$ cat config.mk
export PLATFORM = sky130hd
export DESIGN_NAME = dwd_out
export DESIGN_NICKNAME = d
export VERILOG_FILES = /design/src/sv/dwd_pkg.sv /design/src/sv/dwd_out.sv
export SDC_FILE = /design/constraint.sdc
export NUM_CORES = 1
export LEC_CHECK = 0
export BUFFER_PORTS_ARGS = -buffer_cell sky130_fd_sc_hd__buf_2
export CAP_MARGIN = 0
export CORE_ASPECT_RATIO = 1.4
export CORE_MARGIN = 8
export CORE_UTILIZATION = 25
export CTS_CLUSTER_DIAMETER = 30
export DETAILED_ROUTE_END_ITERATION = 7
export SLEW_MARGIN = 5
export SYNTH_ARGS = -nofsm -noshare
export SYNTH_HDL_FRONTEND = slang
export SYNTH_SLANG_ARGS = --single-unit
$ cat constraint.sdc
create_clock -name clock -period 10.4 [get_ports clock]
set_input_delay 1.04 -clock clock [delete_from_list [all_inputs] [get_ports clock]]
set_output_delay 1.04 -clock clock [all_outputs]
set_load 0.005 [all_outputs]
$ cat src/sv/dwd_pkg.sv
`timescale 1ns / 1ps

package dwd_pkg;

   localparam int WORD_BITS = 32;
   localparam int NUM_BITS  = 2 * WORD_BITS;

   // one item on its way down the cell row
   typedef struct packed {
      logic                 valid;
      logic                 zero;
      logic [WORD_BITS-1:0] rem;
      logic [NUM_BITS-1:0]  num;
      logic [WORD_BITS-1:0] div;
   } dwd_stage_type;

endpackage

$ cat src/sv/dwd_out.sv
`timescale 1ns / 1ps

module dwd_out (
   input  logic                         clock,
   input  logic                         reset,
   input  dwd_pkg::dwd_stage_type       last,
   output logic                         advance,
   output logic                         rsp_valid,
   input  logic                         rsp_stall,
   output logic [dwd_pkg::WORD_BITS-1:0] rsp_quotient_word,
   output logic [dwd_pkg::WORD_BITS-1:0] rsp_remainder_word,
   output logic                         rsp_divide_by_zero
);
   import dwd_pkg::*;

   logic                 out_valid_ff;
   logic                 out_valid_in;
   logic                 skid_valid_ff;
   logic                 skid_valid_in;
   logic [WORD_BITS-1:0] out_quo_ff, out_quo_in;
   logic [WORD_BITS-1:0] out_rem_ff, out_rem_in;
   logic                 out_zero_ff, out_zero_in;
   logic [WORD_BITS-1:0] skid_quo_ff, skid_quo_in;
   logic [WORD_BITS-1:0] skid_rem_ff, skid_rem_in;
   logic                 skid_zero_ff, skid_zero_in;
   logic [WORD_BITS-1:0] new_quo;
   logic [WORD_BITS-1:0] new_rem;
   logic                 out_free;
   logic                 arrive;

   assign advance = !skid_valid_ff;

   always_comb begin
      // zero divisor forces both words to zero
      new_quo  = last.zero ? '0 : last.num[WORD_BITS-1:0];
      new_rem  = last.zero ? '0 : last.rem;
      out_free = !out_valid_ff || !rsp_stall;
      arrive   = advance && last.valid;

      out_valid_in  = out_valid_ff;
      out_quo_in    = out_quo_ff;
      out_rem_in    = out_rem_ff;
      out_zero_in   = out_zero_ff;
      skid_valid_in = skid_valid_ff;
      skid_quo_in   = skid_quo_ff;
      skid_rem_in   = skid_rem_ff;
      skid_zero_in  = skid_zero_ff;

      if (skid_valid_ff) begin
         if (out_free) begin
            out_valid_in  = 1'b1;
            out_quo_in    = skid_quo_ff;
            out_rem_in    = skid_rem_ff;
            out_zero_in   = skid_zero_ff;
            skid_valid_in = 1'b0;
         end
      end else if (arrive) begin
         if (out_free) begin
            out_valid_in = 1'b1;
            out_quo_in   = new_quo;
            out_rem_in   = new_rem;
            out_zero_in  = last.zero;
         end else begin
            skid_valid_in = 1'b1;
            skid_quo_in   = new_quo;
            skid_rem_in   = new_rem;
            skid_zero_in  = last.zero;
         end
      end else if (out_free) begin
         out_valid_in = 1'b0;
      end
   end

   always_ff @(posedge clock) begin
      if (reset) begin
         out_valid_ff  <= 1'b0;
         skid_valid_ff <= 1'b0;
      end else begin
         out_valid_ff  <= out_valid_in;
         skid_valid_ff <= skid_valid_in;
      end
   end

   always_ff @(posedge clock) begin
      out_quo_ff   <= out_quo_in;
      out_rem_ff   <= out_rem_in;
      out_zero_ff  <= out_zero_in;
      skid_quo_ff  <= skid_quo_in;
      skid_rem_ff  <= skid_rem_in;
      skid_zero_ff <= skid_zero_in;
   end

   assign rsp_valid          = out_valid_ff;
   assign rsp_quotient_word  = out_quo_ff;
   assign rsp_remainder_word = out_rem_ff;
   assign rsp_divide_by_zero = out_zero_ff;

endmodule

==> summary.md <==
| Metric | Value |
|---|---|
| CTS tree | `yes` |
| Via count | `approximately 2900` |
| Final Instance Area | `approximately 0.007 sq mm` |
| CTS Buf Count | `17` |
| Critical path class | `in -> reg` |
| Post-Syn Instances | `between 200 and 300` |
| Top-level I/O count | `200` |
| Largest net degree at the start of global routing | `between 60 and 70` |
| CP arrival | `between 2000 and 3000 ps` |
| Cell variety after synth | `15` |
| DR vias/cell | `around 4.1` |
| RSZ-0062 raised after global routing | `false` |
| Starting DRT DRC Count | `107` |
| Post-CTS Repair Setup Buffers | `0` |
| Synthesis-to-layout area growth | `29.3%` |
| Final worst path period share | `0.243` |
| Row count | `63` |
| Number of max-cap violations | `0` |
| Minimum clock period | `2520 ps` |
| WL final | `around 12 mm` |
| CP max stage cell | `a21oi_4` |
| Max Freq | `about 400 MHz` |
| Worst-path cell chain | `buf_2 -> nor2_1 -> a21oi_4 -> buf_4` |
| Dpl hpwl | `between 7 and 8 mm` |
| Lkg Pwr | `2.85 nW` |
| Crit path max fanout | `40` |
| Final setup TNS | `0 ps` |
| Synth Area in XOR/XNOR | `0` |
| Port bufs | `between 100 and 150` |
| Largest cells by area after synthesis | `edfxtp_1, mux2_4, nor2b_1` |
| Final Setup Violations | `0` |
| DR DRC count | `0` |
| Crit-path max cell delay | `700 ps` |
| Worst vdd ir | `0.105 mV` |
| Gpl congestion | `0.690` |
| Multiplexer share of the synthesized area | `0.169` |
| Fill cell count | `~2000` |
| Clock transition at path regs | `60 ps` |
| Post-synthesis net count | `a little over 400` |
| Hold crit path type | `reg -> reg` |
| PD cells | `194 mW/mm^2` |
| Endpoints failing hold | `0` |
| Worst-margin pin slew | `slightly above 900 ps` |
| Clock root buffer master | `clkbuf_16` |
| Core area | `between 0.02 and 0.025 sq mm` |
| Antenna violations before repair | `3` |
| Synth Area in Compound Gates | `0.00185` |
| Slew Limit Fails | `0` |
| CP endpoint kind | `flip-flop` |
| Area leader, netlist | `edfxtp_1` |
| Top cell type's share of synthesized area | `0.722` |
| Slew margin rel. | `0.387` |
| Final Skew | `8.57 ps` |
| CTS max path bufs | `2` |
| Initial core utilization | `0.255` |
| First-pass GRT wire length | `18.4 mm` |
| Die Height | `190 um` |
| Remaining Overflow, GRT | `0` |
| Adder-Cell Fraction of Synth Area | `0` |
| Layout cell share with drive strength beyond 1 | `0.527` |
| ANT cells | `0` |
| Synth warn | `0` |
| Top Family by Delay on Critical Path | `buffers and inverters` |
| CTS Hold Bufs | `0` |
| DIE AREA | `0.0267 sq mm` |
| # H-tree levels | `4` |
| Largest family of logic cells by synthesized area | `multiplexers` |
| Sequential area share after synthesis | `0.729` |
| Nets@finish | `560` |
| Routed WL per cell | `approximately 17 um` |
| Syn_area_per_cell | `between 15 and 20 sq um` |
| Post-CTS Resized | `0` |
| Post-synthesis instance area | `0.00541 sq mm` |
| Buf+Inv Stages, Crit Path | `2` |
| Synth Area in Simple Gates | `0.0778` |
| Clk Latency, worst-skew pair | `410 ps` |
| First-pass DRT Iterations | `4` |
| Number of global-route vias before repair | `3300` |
| Final antenna-violating net count | `0` |
| Post-synthesis register bit count | `~130` |
| Status | `finished clean` |
| DP Area | `between 0.006 and 0.007 sq mm` |
| Die W | `around 140 um` |
| Total GRT Usage | `0.0911` |
| Hold WS | `approximately 540 ps` |
| Startpoint Class | `primary input` |
| Clock net sink count | `132` |
| Worst path required time | `10440 ps` |
-- per-layer routing --
metal | part of all wire | vias to the layer above | track usage | wire length (um)
met5 | 0.0032 | - | 0 | 37
met4 | 0.016 | 6 | 0.0423 | 184
met3 | 0.077 | 17 | 0.0404 | 897
met2 | 0.50 | 92 | 0.157 | 5830
met1 | 0.41 | 1423 | 0.0939 | 4740
li1 | - | 1342 | - | -
-- layout by cell type (no fill, tap or decap), drive strengths merged --
cell and instances:
buf 140, edfxtp 130, mux2 65, nor2b 64, clkbuf 18, bufinv 5, clkinv 5, clkinvlp 3
dfxtp 2, inv 2, a21oi 2, nor2 1, nand2 1, nor3b 1, nor3 1
-- worst reg2reg max path, stage by stage (launching register included) --
cell and delay (ps):
dfxtp_1 440, nor2_1 140, a21oi_4 700, buf_4 640
-- final timing paths --
kind                            endpoint  depth (start not counted)  slack (ps)            start
setup reg to reg  rsp_remainder_word[26]                          3        8080    skid_valid_ff
setup / recovery  rsp_remainder_word[26]                          4        7880        last[129]
hold reg to reg   rsp_remainder_word[31]                          1         540  skid_rem_ff[31]
hold / removal    rsp_remainder_word[31]                          1         540  skid_rem_ff[31]
-- metrics by stage --
| step | utilization | power, mW | setup WS [ps] | instances |
|---|---|---|---|---|
| finish | 0.330 | 1.36 | 7880 | 700 |
| global route | 0.330 | 1.41 | 7720 | 700 |
| CTS | 0.330 | 1.38 | 7790 | 700 |
| detailed placement | 0.300 | 0.728 | 7350 | 668 |
| global placement | 0.300 | 0.724 | 7420 | 668 |
| floorplan | - | 0.685 | 3940 | 282 |
-- power by group --
group	switching, mW	internal [mW]	leakage [nW]
registers	0.00649	0.616	1.27
clock network	0.220	0.424	0.304
logic	0.0437	0.0470	1.28
-- state kept, by name, indices dropped and copies added (netlist names) --
name,cells
rsp_quotient_word,32
rsp_remainder_word,32
skid_quo_ff,32
skid_rem_ff,32
rsp_divide_by_zero,1
rsp_valid,1
skid_valid_ff,1
skid_zero_ff,1
-- logic make-up (layout without fill, tap and decap cells) --
| kind of cell | Yosys count | after routing |
|---|---|---|
| flip-flops | 132 | 132 |
| multiplexers | 65 | 65 |
| AND/OR/NAND/NOR | 68 | 68 |
| buffers and inverters | 15 | 173 |
| AO/OA/AOI/OAI | 2 | 2 |
-- cells in the mapped netlist --
master    count
a21oi_1       2
nor2b_1      64
buf_6         6
nor3_1        1
buf_4         2
dfxtp_1       2
mux2_4       49
mux2_1        6
mux2_2       10
nor2_1        1
inv_2         1
edfxtp_1    130
nand2_1       1
nor3b_1       1
buf_2         6
-- layout make-up --
type | count | area [sq um] | share of cell area
Multi-Input combinational cell | 135 | 1360 | 0.195
Inverter | 1 | 6.26 | 0.000895
Sequential cell | 132 | 3940 | 0.564
Clock inverter | 14 | 209 | 0.0299
Clock buffer | 18 | 429 | 0.0614
Timing Repair Buffer | 140 | 713 | 0.102
Tap cell | 260 | 325 | 0.0465
(Power assumes the default switching activity.)
