$ cat src/sv/dwd_pkg.sv
`timescale 1ns / 1ps

package dwd_pkg;

   localparam int WORD_BITS = 32;
   localparam int NUM_BITS  = 2 * WORD_BITS;

   // one item on its way down the cell row
   typedef struct packed {
      logic                 valid;
      logic                 zero;
      logic [WORD_BITS-1:0] rem;
      logic [NUM_BITS-1:0]  num;
      logic [WORD_BITS-1:0] div;
   } dwd_stage_type;

endpackage

$ cat src/sv/dwd_cell.sv
`timescale 1ns / 1ps

module dwd_cell (
   input  logic                   clock,
   input  logic                   reset,
   input  logic                   advance,
   input  dwd_pkg::dwd_stage_type stage_in,
   output dwd_pkg::dwd_stage_type stage_out
);
   import dwd_pkg::*;

   logic                 valid_ff;
   logic                 valid_in;
   dwd_stage_type        data_ff;
   dwd_stage_type        data_in;
   logic [WORD_BITS-1:0] shifted;
   logic [WORD_BITS:0]   diff;
   logic                 carry;
   logic                 sub;

   // shift one numerator bit into the partial remainder, subtract when it fits
   // or when the shift pushed a bit out of the word
   always_comb begin
      carry   = stage_in.rem[WORD_BITS-1];
      shifted = {stage_in.rem[WORD_BITS-2:0], stage_in.num[NUM_BITS-1]};
      diff    = {1'b0, shifted} - {1'b0, stage_in.div};
      sub     = carry || !diff[WORD_BITS];
      data_in       = stage_in;
      data_in.rem   = sub ? diff[WORD_BITS-1:0] : shifted;
      data_in.num   = {stage_in.num[NUM_BITS-2:0], sub};
      valid_in      = stage_in.valid;
   end

   always_ff @(posedge clock) begin
      if (reset) begin
         valid_ff <= 1'b0;
      end else if (advance) begin
         valid_ff <= valid_in;
      end
   end

   always_ff @(posedge clock) begin
      if (advance) begin
         data_ff <= data_in;
      end
   end

   always_comb begin
      stage_out       = data_ff;
      stage_out.valid = valid_ff;
   end

endmodule

$ cat config.mk
export PLATFORM = sky130hd
export DESIGN_NAME = dwd_cell
export DESIGN_NICKNAME = d
export VERILOG_FILES = /design/src/sv/dwd_pkg.sv /design/src/sv/dwd_cell.sv
export SDC_FILE = /design/constraint.sdc
export NUM_CORES = 1
export LEC_CHECK = 0
export CAP_MARGIN = 20
export CORE_MARGIN = 3
export CORE_UTILIZATION = 57
export CTS_CLUSTER_SIZE = 24
export DETAILED_ROUTE_END_ITERATION = 7
export DONT_BUFFER_PORTS = 1
export GPL_TIMING_DRIVEN = 1
export PLACE_DENSITY_LB_ADDON = 0.2
export SYNTH_ARGS = -nofsm -noshare
export SYNTH_HDL_FRONTEND = slang
export SYNTH_SLANG_ARGS = --single-unit
export TNS_END_PERCENT = 1
$ cat constraint.sdc
create_clock -name clock -period 2.56 [get_ports clock]
set_input_delay 0 -clock clock [delete_from_list [all_inputs] [get_ports clock]]
set_output_delay 0 -clock clock [all_outputs]
set_load 0.01 [all_outputs]
==> results of run 1 <==
[synthesized netlist by cell type (all sizes together), types with 10 or more instances]
library cell / count
a21o: 20
a21oi: 19
edfxtp: 129
ha: 32
inv: 44
mux2: 28
nand2: 13
nor2: 12
o21ai: 10
xnor2: 16
xor2: 11
[per-stage QoR]
step | std cells | area (µm²)
detailed placement | 582 | 6620
global placement | 582 | 6620
floorplan | 429 | 6280
[logic make-up after synthesis]
group | after synthesis | synth area share
AOI/OAI and AO/OA | 85 | 0.106
DFF | 130 | 0.620
and+or+nand+nor | 64 | 0.0568
muxes | 34 | 0.0747
xor gates and xnor gates | 27 | 0.0377
buffers and inverters | 56 | 0.0379
adders and majority gates | 33 | 0.0670
==> flow_metrics.py, run 1 <==
metrics = {
    "synth": {
        "syn_nets": 595,
        "yosys_most_used_dff": "edfxtp_1",
        "synth.distinct_cells": 58,
        "synth-edff-count": 129,
        "synth_top_area_frac": 0.617,
        "yosys_warnings": 0,
        "synth-seq-area-share": 0.620,
        "ys_top_cells_by_area": "edfxtp_1 62%, ha_1 6.4%, mux2_4 6.0%, inv_1 2.6%, a21o_1 2.4%",
        "synth_area_leader_cell": "edfxtp_1",
        "syn_area_per_cell_um2": 14.6,
        "async_flop_share": 0,
        "synth-seq-cells": 130,
        "synth_area_mm2": 0.00628,
        "netlist_instances": 429,
    },
    "clock_tree": {
        "htreeDepth": 4,
        "cts_resized": 0,
        "cts_buffers": 17,
        "clock_sinks": 130,
        "cts_hold_buf": 123,
        "cts_buffer_depth": 2,
        "post_cts_buffers": 0,
        "clock-root-buffer": "clkbuf_8",
    },
    "place": {
        "gp_congestion": 0.882,
        "dp_hpwl_mm": 11.7,
        "port_buffers": 0,
        "pre_cts_slack_ns": -0.193,
    },
    "floorplan": {
        "num_rows": 37,
        "start_util": 0.597,
        "die_y_um": 111,
        "die_w_um": 111,
        "ioPinCount": 263,
    },
    "run_status": {
        "stop_error": "[ERROR RSZ-0060] Max buffer count reached.",
        "outcome": "stopped before the end",
        "haltStage": "clock tree synthesis",
    },
}
==> inputs of run 2 (changes only) <==
--- a/config.mk
+++ b/config.mk
@@ -7,12 +7,11 @@
 export LEC_CHECK = 0
 export CAP_MARGIN = 20
 export CORE_MARGIN = 3
-export CORE_UTILIZATION = 57
-export CTS_CLUSTER_SIZE = 24
+export CORE_UTILIZATION = 40
 export DETAILED_ROUTE_END_ITERATION = 7
 export DONT_BUFFER_PORTS = 1
 export GPL_TIMING_DRIVEN = 1
-export PLACE_DENSITY_LB_ADDON = 0.2
+export PLACE_DENSITY_LB_ADDON = 0.15
 export SYNTH_ARGS = -nofsm -noshare
 export SYNTH_HDL_FRONTEND = slang
 export SYNTH_SLANG_ARGS = --single-unit
==> constraint.sdc (replaced) <==
create_clock -name clock -period 3.3 [get_ports clock]
set_input_delay 0 -clock clock [delete_from_list [all_inputs] [get_ports clock]]
set_output_delay 0 -clock clock [all_outputs]
set_load 0.01 [all_outputs]
==> run 2 against run 1 <==
  * The flow now finishes, with violations (hold timing)
  * Synthesized cell count did not move
  * Area after synthesis is the same
==> flow_metrics.py, run 2 <==
metrics = {
    "run_status": {
        "outcome": "finished with violations",
        "failed_checks": "hold timing",
    },
    "pwr": {
        "ir_drop_mv": 0.314,
        "p_comb_frac": 0.140,
        "p_sw_mw": 1.19,
        "powerDensity_mw_per_mm2": 574,
        "power_frac_clock": 0.406,
        "p_leak_nw": 3.39,
        "seqPwrFrac": 0.455,
        "switching_share": 0.247,
        "p_int_mw": 3.64,
    },
    "setup_path": {
        "rr_worst_depth": 3,
        "path_cells": "dlygate4sd3_1 > inv_1 > ha_1 > fa_1 > nor2b_1 > o211ai_1 > nand4_1 > a21o_1 > nand4b_2 > a21oi_2 > o2111ai_2 > a21oi_4 > buf_12 > mux2_2",
        "path_class": "in -> reg",
        "cp_top_family": "compound AO/OA/AOI/OAI gates",
        "critPathCaptureType": "register",
        "start_kind": "input pin",
        "path_max_fanout": 23,
        "worst-path-stages": 14,
        "slowest_delay_ns": 0.54,
        "required_ns": 3.47,
        "path_buf_inv": 3,
        "slowest_stage": "dlygate4sd3_1",
        "critical_path.startpoint": "stage_in[95]",
        "critPathArrivalTime_ns": 3.21,
        "reg2reg_from": "valid_ff$_SDFFE_PP0P_",
    },
    "timing": {
        "rsz0062_at_grt": "no",
        "max_freq_mhz": 328,
        "slew_viol_final": 0,
        "fin_ws_ns": 0.250,
        "fin_crit_sh": 0.924,
        "min_period_ns": 3.05,
        "hold_viol_final": 129,
        "slew_headroom": 0.332,
        "finalClockSkew_ns": 0,
        "setup_viol": 0,
        "worst_pin_slew_ns": 0.976,
        "hold_ws_ns": -0.298,
        "tns_ns": 0,
    },
    "place": {
        "port_buffers": 0,
        "dp.cells": 630,
        "gp_congestion": 0.795,
        "dp_hpwl_mm": 10.5,
        "pre_cts_slack_ns": 0.384,
    },
    "grt": {
        "grt.overflow.total": 0,
        "grt_max_degree": 131,
        "grt_pass1_vias": 4190,
        "grt_usage": 0.183,
        "grt_pass1_wl_mm": 24.2,
        "antenna_found_initial": 0,
    },
    "min_path": {
        "hp-class": "in -> reg",
        "holdCritStartpoint": "advance",
        "worstHoldPathCells": 0,
    },
    "routing": {
        "drtIter0Drc": 164,
        "drc_errors": 0,
        "dr_total_vias": 3993,
        "vias_per_cell": 5.04,
        "dr.pass1.iters": 4,
        "ant_nets": 0,
        "avgRoutedWirePerCell_um": 20.2,
        "drt_wl_total_mm": 16.0,
    },
    "synth": {
        "ys_top_cells_by_area": "edfxtp_1 62%, ha_1 6.4%, mux2_4 6.0%, inv_1 2.6%, a21o_1 2.4%",
        "async_flop_share": 0,
        "synth_top_family_by_area": "compound AO/OA/AOI/OAI gates",
        "synth-compound-area-share": 0.106,
        "synth-simple-area-share": 0.0568,
        "yosys.area_share.adder": 0.0670,
        "synth.most_common_cell": "edfxtp_1",
        "synth_top_area_frac": 0.617,
        "synth_common_cells": "129 x edfxtp_1, 44 x inv_1, 32 x ha_1, 25 x mux2_4, 20 x a21o_1",
        "synth_xor_xnor_area_share": 0.0377,
        "yosys_most_used_dff": "edfxtp_1",
        "synth_area_leader_cell": "edfxtp_1",
        "syn_area_per_cell_um2": 14.6,
        "netlist_instances": 429,
        "synth_area_mm2": 0.00628,
        "syn_nets": 595,
        "synth-edff-count": 129,
        "yosys_warnings": 0,
        "synth-seq-area-share": 0.620,
        "muxShareOfSynthArea": 0.0747,
        "synth.distinct_cells": 58,
        "synth-seq-cells": 130,
    },
    "clock_tree": {
        "cts_resized": 0,
        "cts_tree": "yes",
        "cts_buffers": 17,
        "clock-root-buffer": "clkbuf_16",
        "post_cts_buffers": 0,
        "clock_sinks": 130,
        "path_clk_slew_ns": 0.06,
        "cts_buffer_depth": 2,
        "cts_hold_buf": 130,
        "worstSkewPairLatency_ns": 0.41,
        "htreeDepth": 4,
    },
    "cells_and_area": {
        "largest_reg_flops": 129,
        "final_layout_size_suffix_gt1_frac": 0.129,
        "instances_no_fill": 792,
        "syn_to_final_growth_pct": 34.0,
        "layout_common_cells": "130 x dlygate4sd3_1, 129 x edfxtp_1, 44 x inv_1",
        "fin_util": 0.551,
        "n_antenna_cell": 0,
        "layout_commonest_cell": "dlygate4sd3_1",
        "fin_nets": 734,
    },
    "floorplan": {
        "die_w_um": 131,
        "ioPinCount": 263,
        "start_util": 0.411,
        "core-area_mm2": 0.0153,
        "num_rows": 45,
        "die_y_um": 131,
        "dieArea_mm2": 0.0172,
    },
    "flow_run": {
        "maxCapViolations": 0,
    },
}
run 2: cell counts after synthesis:
No cell type changed its count.
run 2: cell type report:
class / count / area (µm²)
timing repair buffer: 132 / 1330
clock inverter: 13 / 174
sequential: 130 / 3890
clock buffer: 19 / 443
tap: 211 / 264
inverter: 44 / 165
fill: 1265 / 6840
multi-input combinational: 243 / 2150
run 2: worst paths after layout:
| check | to | slack [ns] |
|---|---|---|
| setup reg to reg | valid_ff$_SDFFE_PP0P_ | 2.09 |
| setup / recovery | stage_out[127]$_DFFE_PP_ | 0.25 |
| hold / removal | stage_out[26]$_DFFE_PP_ | -0.30 |
| hold reg to reg | valid_ff$_SDFFE_PP0P_ | 1.15 |
run 2: logic make-up after synthesis:
| family | Yosys count |
|---|---|
| simple gates | 64 |
| xor+xnor | 27 |
| compound gates | 85 |
| buf+inv | 56 |
| flops | 130 |
| fa+ha+maj | 33 |
| mux | 34 |
run 2: stage by stage:
step	power, mW	instance area [µm²]
floorplan	2.65	6280
global placement	2.77	6500
detailed placement	2.78	6500
CTS	4.87	8410
global route	5.03	8410
finish	4.83	8410
run 2: layer usage:
metal | up-vias | track usage | wire length (µm)
li1 | 1899 | - | -
met3 | 25 | 0.0800 | 1450
met4 | 0 | 0.0747 | 373
met1 | 1895 | 0.206 | 6390
met2 | 174 | 0.307 | 7820
met5 | - | 0 | 0
run 2: worst reg2reg max path, delay by kind of cell (launching register included):
kind / cells / cell delay, ns
buffers and inverters: 1 / 0.55
DFF: 1 / 0.35
muxes: 1 / 0.14
and+or+nand+nor: 1 / 0.05
run 2: power groups by stage:
stage / Combinational (mW) / Sequential [mW] / Clock [mW]
after floorplan: 0.463 / 2.19 / 0
after CTS: 0.677 / 2.20 / 1.99
after global placement: 0.537 / 2.23 / 0
after global routing: 0.738 / 2.21 / 2.08
final: 0.674 / 2.20 / 1.96
after detailed placement: 0.546 / 2.23 / 0
Power figures use the tool's default switching activity.
==> inputs of run 3 (changes only) <==
--- a/config.mk
+++ b/config.mk
@@ -7,7 +7,7 @@
 export LEC_CHECK = 0
 export CAP_MARGIN = 20
 export CORE_MARGIN = 3
-export CORE_UTILIZATION = 40
+export CORE_UTILIZATION = 35
 export DETAILED_ROUTE_END_ITERATION = 7
 export DONT_BUFFER_PORTS = 1
 export GPL_TIMING_DRIVEN = 1
==> run 3 against run 2 <==
  * Via count grew 0.25%
  * Routed wire length grew 3.9%
  * Critical endpoint is now stage_out[116]$_DFFE_PP_
  * Clock-buffer cell count shrank 2
  * Sequential power is essentially flat
  * Global-route usage shrank 1.5 points
  * The flow now finishes without violations
  * Clock power shrank 4%
==> flow_metrics.py, run 3 (same netlist as run 2, synthesis figures left out) <==
metrics = {
    "clock_tree": {
        "cts_buffer_depth": 2,
        "cts_tree": "yes",
        "clock-root-buffer": "clkbuf_16",
        "cts_buffers": 17,
        "clock_sinks": 130,
        "path_clk_slew_ns": 0.07,
        "worstSkewPairLatency_ns": 0.41,
        "htreeDepth": 4,
    },
    "routing": {
        "ant_nets": 0,
        "vias_per_cell": 4.95,
        "drc_errors": 0,
        "drt_wl_total_mm": 16.7,
        "drtIter0Drc": 171,
        "dr.pass1.iters": 4,
        "dr_total_vias": 4003,
        "avgRoutedWirePerCell_um": 20.6,
    },
    "min_path": {
        "worstHoldPathCells": 1,
        "hp-class": "in -> reg",
    },
    "timing": {
        "hold_viol_final": 0,
        "slew_viol_final": 0,
        "worst_pin_slew_ns": 0.924,
        "fin_ws_ns": 0.301,
        "slew_headroom": 0.368,
        "max_freq_mhz": 333,
        "rsz0062_at_grt": "no",
        "hold_ws_ns": 0.0660,
        "finalClockSkew_ns": 0,
        "fin_crit_sh": 0.909,
        "min_period_ns": 3.00,
        "tns_ns": 0,
        "setup_viol": 0,
    },
    "setup_path": {
        "timing.reg2reg.setup_slack_ns": 2.10,
        "critPathCaptureType": "register",
        "path_max_fanout": 11,
        "cp-endpoint": "stage_out[116]$_DFFE_PP_",
        "rr_worst_depth": 3,
        "start_kind": "input pin",
        "required_ns": 3.46,
        "r2r-end": "valid_ff$_SDFFE_PP0P_",
        "critPathArrivalTime_ns": 3.16,
        "reg2reg_from": "valid_ff$_SDFFE_PP0P_",
        "path_class": "in -> reg",
        "critical_path.startpoint": "stage_in[0]",
    },
    "cells_and_area": {
        "n_fill_cell": 1560,
        "largest_reg_flops": 129,
        "final_layout_size_suffix_gt1_frac": 0.134,
        "layout_common_cells": "130 x dlygate4sd3_1, 129 x edfxtp_1, 44 x inv_1",
        "fin_nets": 736,
        "n_antenna_cell": 0,
        "layout_commonest_cell": "dlygate4sd3_1",
        "seq_area_mm2": 0.00389,
        "syn_to_final_growth_pct": 34.2,
        "multiInputGateArea_mm2": 0.00215,
        "instances_no_fill": 808,
    },
    "floorplan": {
        "dieArea_mm2": 0.0196,
        "die_y_um": 140,
        "num_rows": 48,
        "start_util": 0.360,
        "die_w_um": 140,
        "core-area_mm2": 0.0174,
        "ioPinCount": 263,
    },
    "place": {
        "dp.cells": 645,
        "dp_hpwl_mm": 11.4,
        "port_buffers": 0,
        "gp_congestion": 0.787,
        "pre_cts_slack_ns": 0.414,
    },
    "grt": {
        "grt_pass1_vias": 4231,
        "grt.overflow.total": 0,
        "grt_usage": 0.168,
        "grt_max_degree": 130,
        "antenna_found_initial": 0,
        "grt_pass1_wl_mm": 25.1,
    },
    "pwr": {
        "ir_drop_mv": 0.325,
        "powerDensity_mw_per_mm2": 568,
        "p_leak_nw": 3.39,
        "p_total_mw": 4.79,
    },
    "flow_run": {
        "maxCapViolations": 0,
    },
    "run_status": {
        "outcome": "finished, final reports clean",
    },
}
## run 3: where the power goes
| part | total, mW | switching (mW) | internal (mW) |
|---|---|---|---|
| clock network | 1.89 | 0.812 | 1.07 |
| registers | 2.20 | 0.167 | 2.03 |
| logic | 0.702 | 0.318 | 0.385 |
## run 3: final cells by class
cell class | instances | share of cell area
Clock buffer | 17 | 0.0505
Clock inverter | 15 | 0.0195
Inverter | 44 | 0.0196
Multi-Input combinational cell | 243 | 0.255
Sequential cell | 130 | 0.462
Tap cell | 225 | 0.0334
Timing Repair Buffer | 134 | 0.160
## run 3: worst min-delay path by stage
stage                                     endpoint     startpoint
after global routing      stage_out[104]$_DFFE_PP_  stage_in[103]
after CTS                 stage_out[104]$_DFFE_PP_  stage_in[103]
after floorplan              valid_ff$_SDFFE_PP0P_          reset
final                      stage_out[28]$_DFFE_PP_        advance
after global placement       valid_ff$_SDFFE_PP0P_          reset
after detailed placement     valid_ff$_SDFFE_PP0P_          reset
## run 3: per-layer routing
layer	up-vias	part of all wire	GRT usage
li1	1896	-	-
met1	1904	0.42	0.209
met2	182	0.48	0.270
met3	21	0.083	0.0642
met4	0	0.018	0.0576
met5	-	0	0
## run 3: worst max-delay path: stages
cell           delay, ns
dlygate4sd3_1       0.57
ha_1                0.24
fa_1                0.40
nor2b_1             0.17
o211ai_1            0.15
nand4_1             0.13
a21o_1              0.20
nand4b_2            0.14
a21oi_2             0.20
o2111ai_2           0.17
a21oi_4             0.19
buf_4               0.27
mux2_4              0.32
## run 3: repair_timing
action / in CTS / in global routing
hold buffers: 131 / 0
resized for setup: 0 / 0
buffers inserted: 0 / 0
endpoints found under the hold margin: 258 / 0
## run 3: stage by stage
stage,instance area [µm²],util
6_report,8430,0.484
3_3_place_gp,6510,0.374
2_1_floorplan,6280,-
4_1_cts,8430,0.484
5_1_grt,8430,0.484
3_5_place_dp,6510,0.374
==> inputs of run 4 (changes only) <==
--- a/config.mk
+++ b/config.mk
@@ -6,6 +6,7 @@
 export NUM_CORES = 1
 export LEC_CHECK = 0
 export CAP_MARGIN = 20
+export CORE_ASPECT_RATIO = 0.7
 export CORE_MARGIN = 3
 export CORE_UTILIZATION = 35
 export DETAILED_ROUTE_END_ITERATION = 7
==> constraint.sdc (replaced) <==
create_clock -name clock -period 2.52 [get_ports clock]
set_input_delay 0 -clock clock [delete_from_list [all_inputs] [get_ports clock]]
set_output_delay 0 -clock clock [all_outputs]
set_load 0.01 [all_outputs]
==> run 4 against run 3 <==
  * The run now ends with hold timing left
  * Global-route usage is 0.25 points lower
  * Via count is 2.7% higher
  * Cell count is 5.4% higher
  * Routed wire length is 2.4% lower
  * Largest power group unchanged
==> flow_metrics.py, run 4 (same netlist as run 2, synthesis figures left out) <==
metrics = {
    "pwr": {
        "p_total_mw": 6.11,
        "p_leak_nw": 3.55,
        "powerDensity_mw_per_mm2": 703,
        "p_int_mw": 4.58,
        "seqPwrFrac": 0.469,
        "p_comb_frac": 0.162,
        "ir_drop_mv": 0.511,
        "power_frac_clock": 0.369,
        "switching_share": 0.251,
        "p_sw_mw": 1.53,
    },
    "floorplan": {
        "dieArea_mm2": 0.0196,
        "die_y_um": 118,
        "ioPinCount": 263,
        "start_util": 0.361,
        "num_rows": 40,
        "die_w_um": 166,
        "core-area_mm2": 0.0174,
    },
    "timing": {
        "tns_ns": 0,
        "min_period_ns": 2.42,
        "setup_viol": 0,
        "hold_ws_ns": -0.295,
        "fin_crit_sh": 0.960,
        "rsz0062_at_grt": "no",
        "fin_ws_ns": 0.0999,
        "slew_headroom": 0.703,
        "slew_viol_final": 0,
        "hold_viol_final": 129,
        "max_freq_mhz": 413,
        "worst_pin_slew_ns": 0.442,
        "finalClockSkew_ns": 0,
    },
    "clock_tree": {
        "path_clk_slew_ns": 0.06,
        "worstSkewPairLatency_ns": 0.41,
        "cts_buffers": 17,
        "cts_buffer_depth": 2,
        "cts_hold_buf": 129,
        "post_cts_buffers": 0,
        "cts_tree": "yes",
        "cts_resized": 0,
        "htreeDepth": 4,
        "clock_sinks": 130,
        "clock-root-buffer": "clkbuf_16",
    },
    "setup_path": {
        "timing.reg2reg.setup_slack_ns": 1.33,
        "path_class": "in -> reg",
        "critPathCaptureType": "register",
        "critPathArrivalTime_ns": 2.58,
        "slowest_stage": "a221o_1",
        "start_kind": "input pin",
        "path_max_fanout": 4,
        "slowest_delay_ns": 0.35,
        "path_cells": "inv_1 > ha_1 > and3_4 > a221o_1 > a21o_1 > a21o_1 > a21o_1 > a21boi_2 > o31ai_1 > a211o_1 > mux2_4",
        "worst-path-stages": 11,
        "path_common_cell": "a21o_1",
        "cp_top_family": "compound AO/OA/AOI/OAI gates",
        "path_buf_inv": 1,
        "required_ns": 2.68,
        "rr_worst_depth": 3,
    },
    "grt": {
        "met2_usage": 0.260,
        "grt_pass1_wl_mm": 25.0,
        "grt_pass1_vias": 4474,
        "grt.overflow.total": 0,
        "antenna_found_initial": 0,
        "grt_usage": 0.166,
        "grt-busiest-layer": "met2",
        "met3_usage": 0.0779,
        "grtUsageMet1": 0.206,
        "grt_max_degree": 131,
    },
    "run_status": {
        "failed_checks": "hold timing",
        "outcome": "finished with violations",
    },
    "place": {
        "dp.cells": 689,
        "port_buffers": 0,
        "dp_hpwl_mm": 11.3,
        "gp_congestion": 0.814,
        "pre_cts_slack_ns": -0.265,
        "placed_cell_area_mm2": 0.00683,
    },
    "routing": {
        "vias_per_cell": 4.82,
        "ant_nets": 0,
        "dr_total_vias": 4110,
        "drt_wl_total_mm": 16.3,
        "dr.pass1.iters": 4,
        "avgRoutedWirePerCell_um": 19.1,
        "drtIter0Drc": 241,
        "drc_errors": 0,
    },
    "min_path": {
        "hp-class": "in -> reg",
        "worstHoldPathCells": 0,
    },
    "cells_and_area": {
        "n_antenna_cell": 0,
        "layout_commonest_cell": "dlygate4sd3_1",
        "multiInputGateArea_mm2": 0.00215,
        "final_area_mm2": 0.00869,
        "syn_to_final_growth_pct": 38.4,
        "seq_area_mm2": 0.00389,
        "largest_reg_flops": 129,
        "fin_nets": 775,
        "layout_common_cells": "132 x dlygate4sd3_1, 129 x edfxtp_1, 44 x inv_1",
        "final_layout_size_suffix_gt1_frac": 0.184,
        "fin_util": 0.500,
        "n_fill_cell": 1510,
        "instances_no_fill": 852,
    },
    "flow_run": {
        "maxCapViolations": 0,
    },
}
-- run 4: layout make-up --
cell class / count / share of cell area
sequential: 130 / 0.448
multi-input combinational: 243 / 0.247
clock buffer: 17 / 0.0489
timing repair buffer: 173 / 0.190
clock inverter: 14 / 0.0132
inverter: 44 / 0.0190
tap: 231 / 0.0333
-- run 4: metal layers --
metal	vias up	routed length, µm
met1	1949	7140
met2	178	7340
met4	0	204
met3	18	1580
met5	-	0
li1	1965	-
-- run 4: final timing paths --
kind	endpoint	startpoint
max reg2reg	valid_ff$_SDFFE_PP0P_	valid_ff$_SDFFE_PP0P_
min	stage_out[96]$_DFFE_PP_	advance
max	stage_out[126]$_DFFE_PP_	stage_in[9]
min reg2reg	valid_ff$_SDFFE_PP0P_	valid_ff$_SDFFE_PP0P_
-- run 4: power by group through the flow --
stage	Combinational [mW]	Sequential (mW)	Clock (mW)
3_5_place_dp	0.812	2.91	0
2_1_floorplan	0.606	2.86	0
4_1_cts	0.991	2.87	2.34
3_3_place_gp	0.808	2.92	0
6_report	0.990	2.87	2.26
5_1_grt	1.08	2.89	2.44
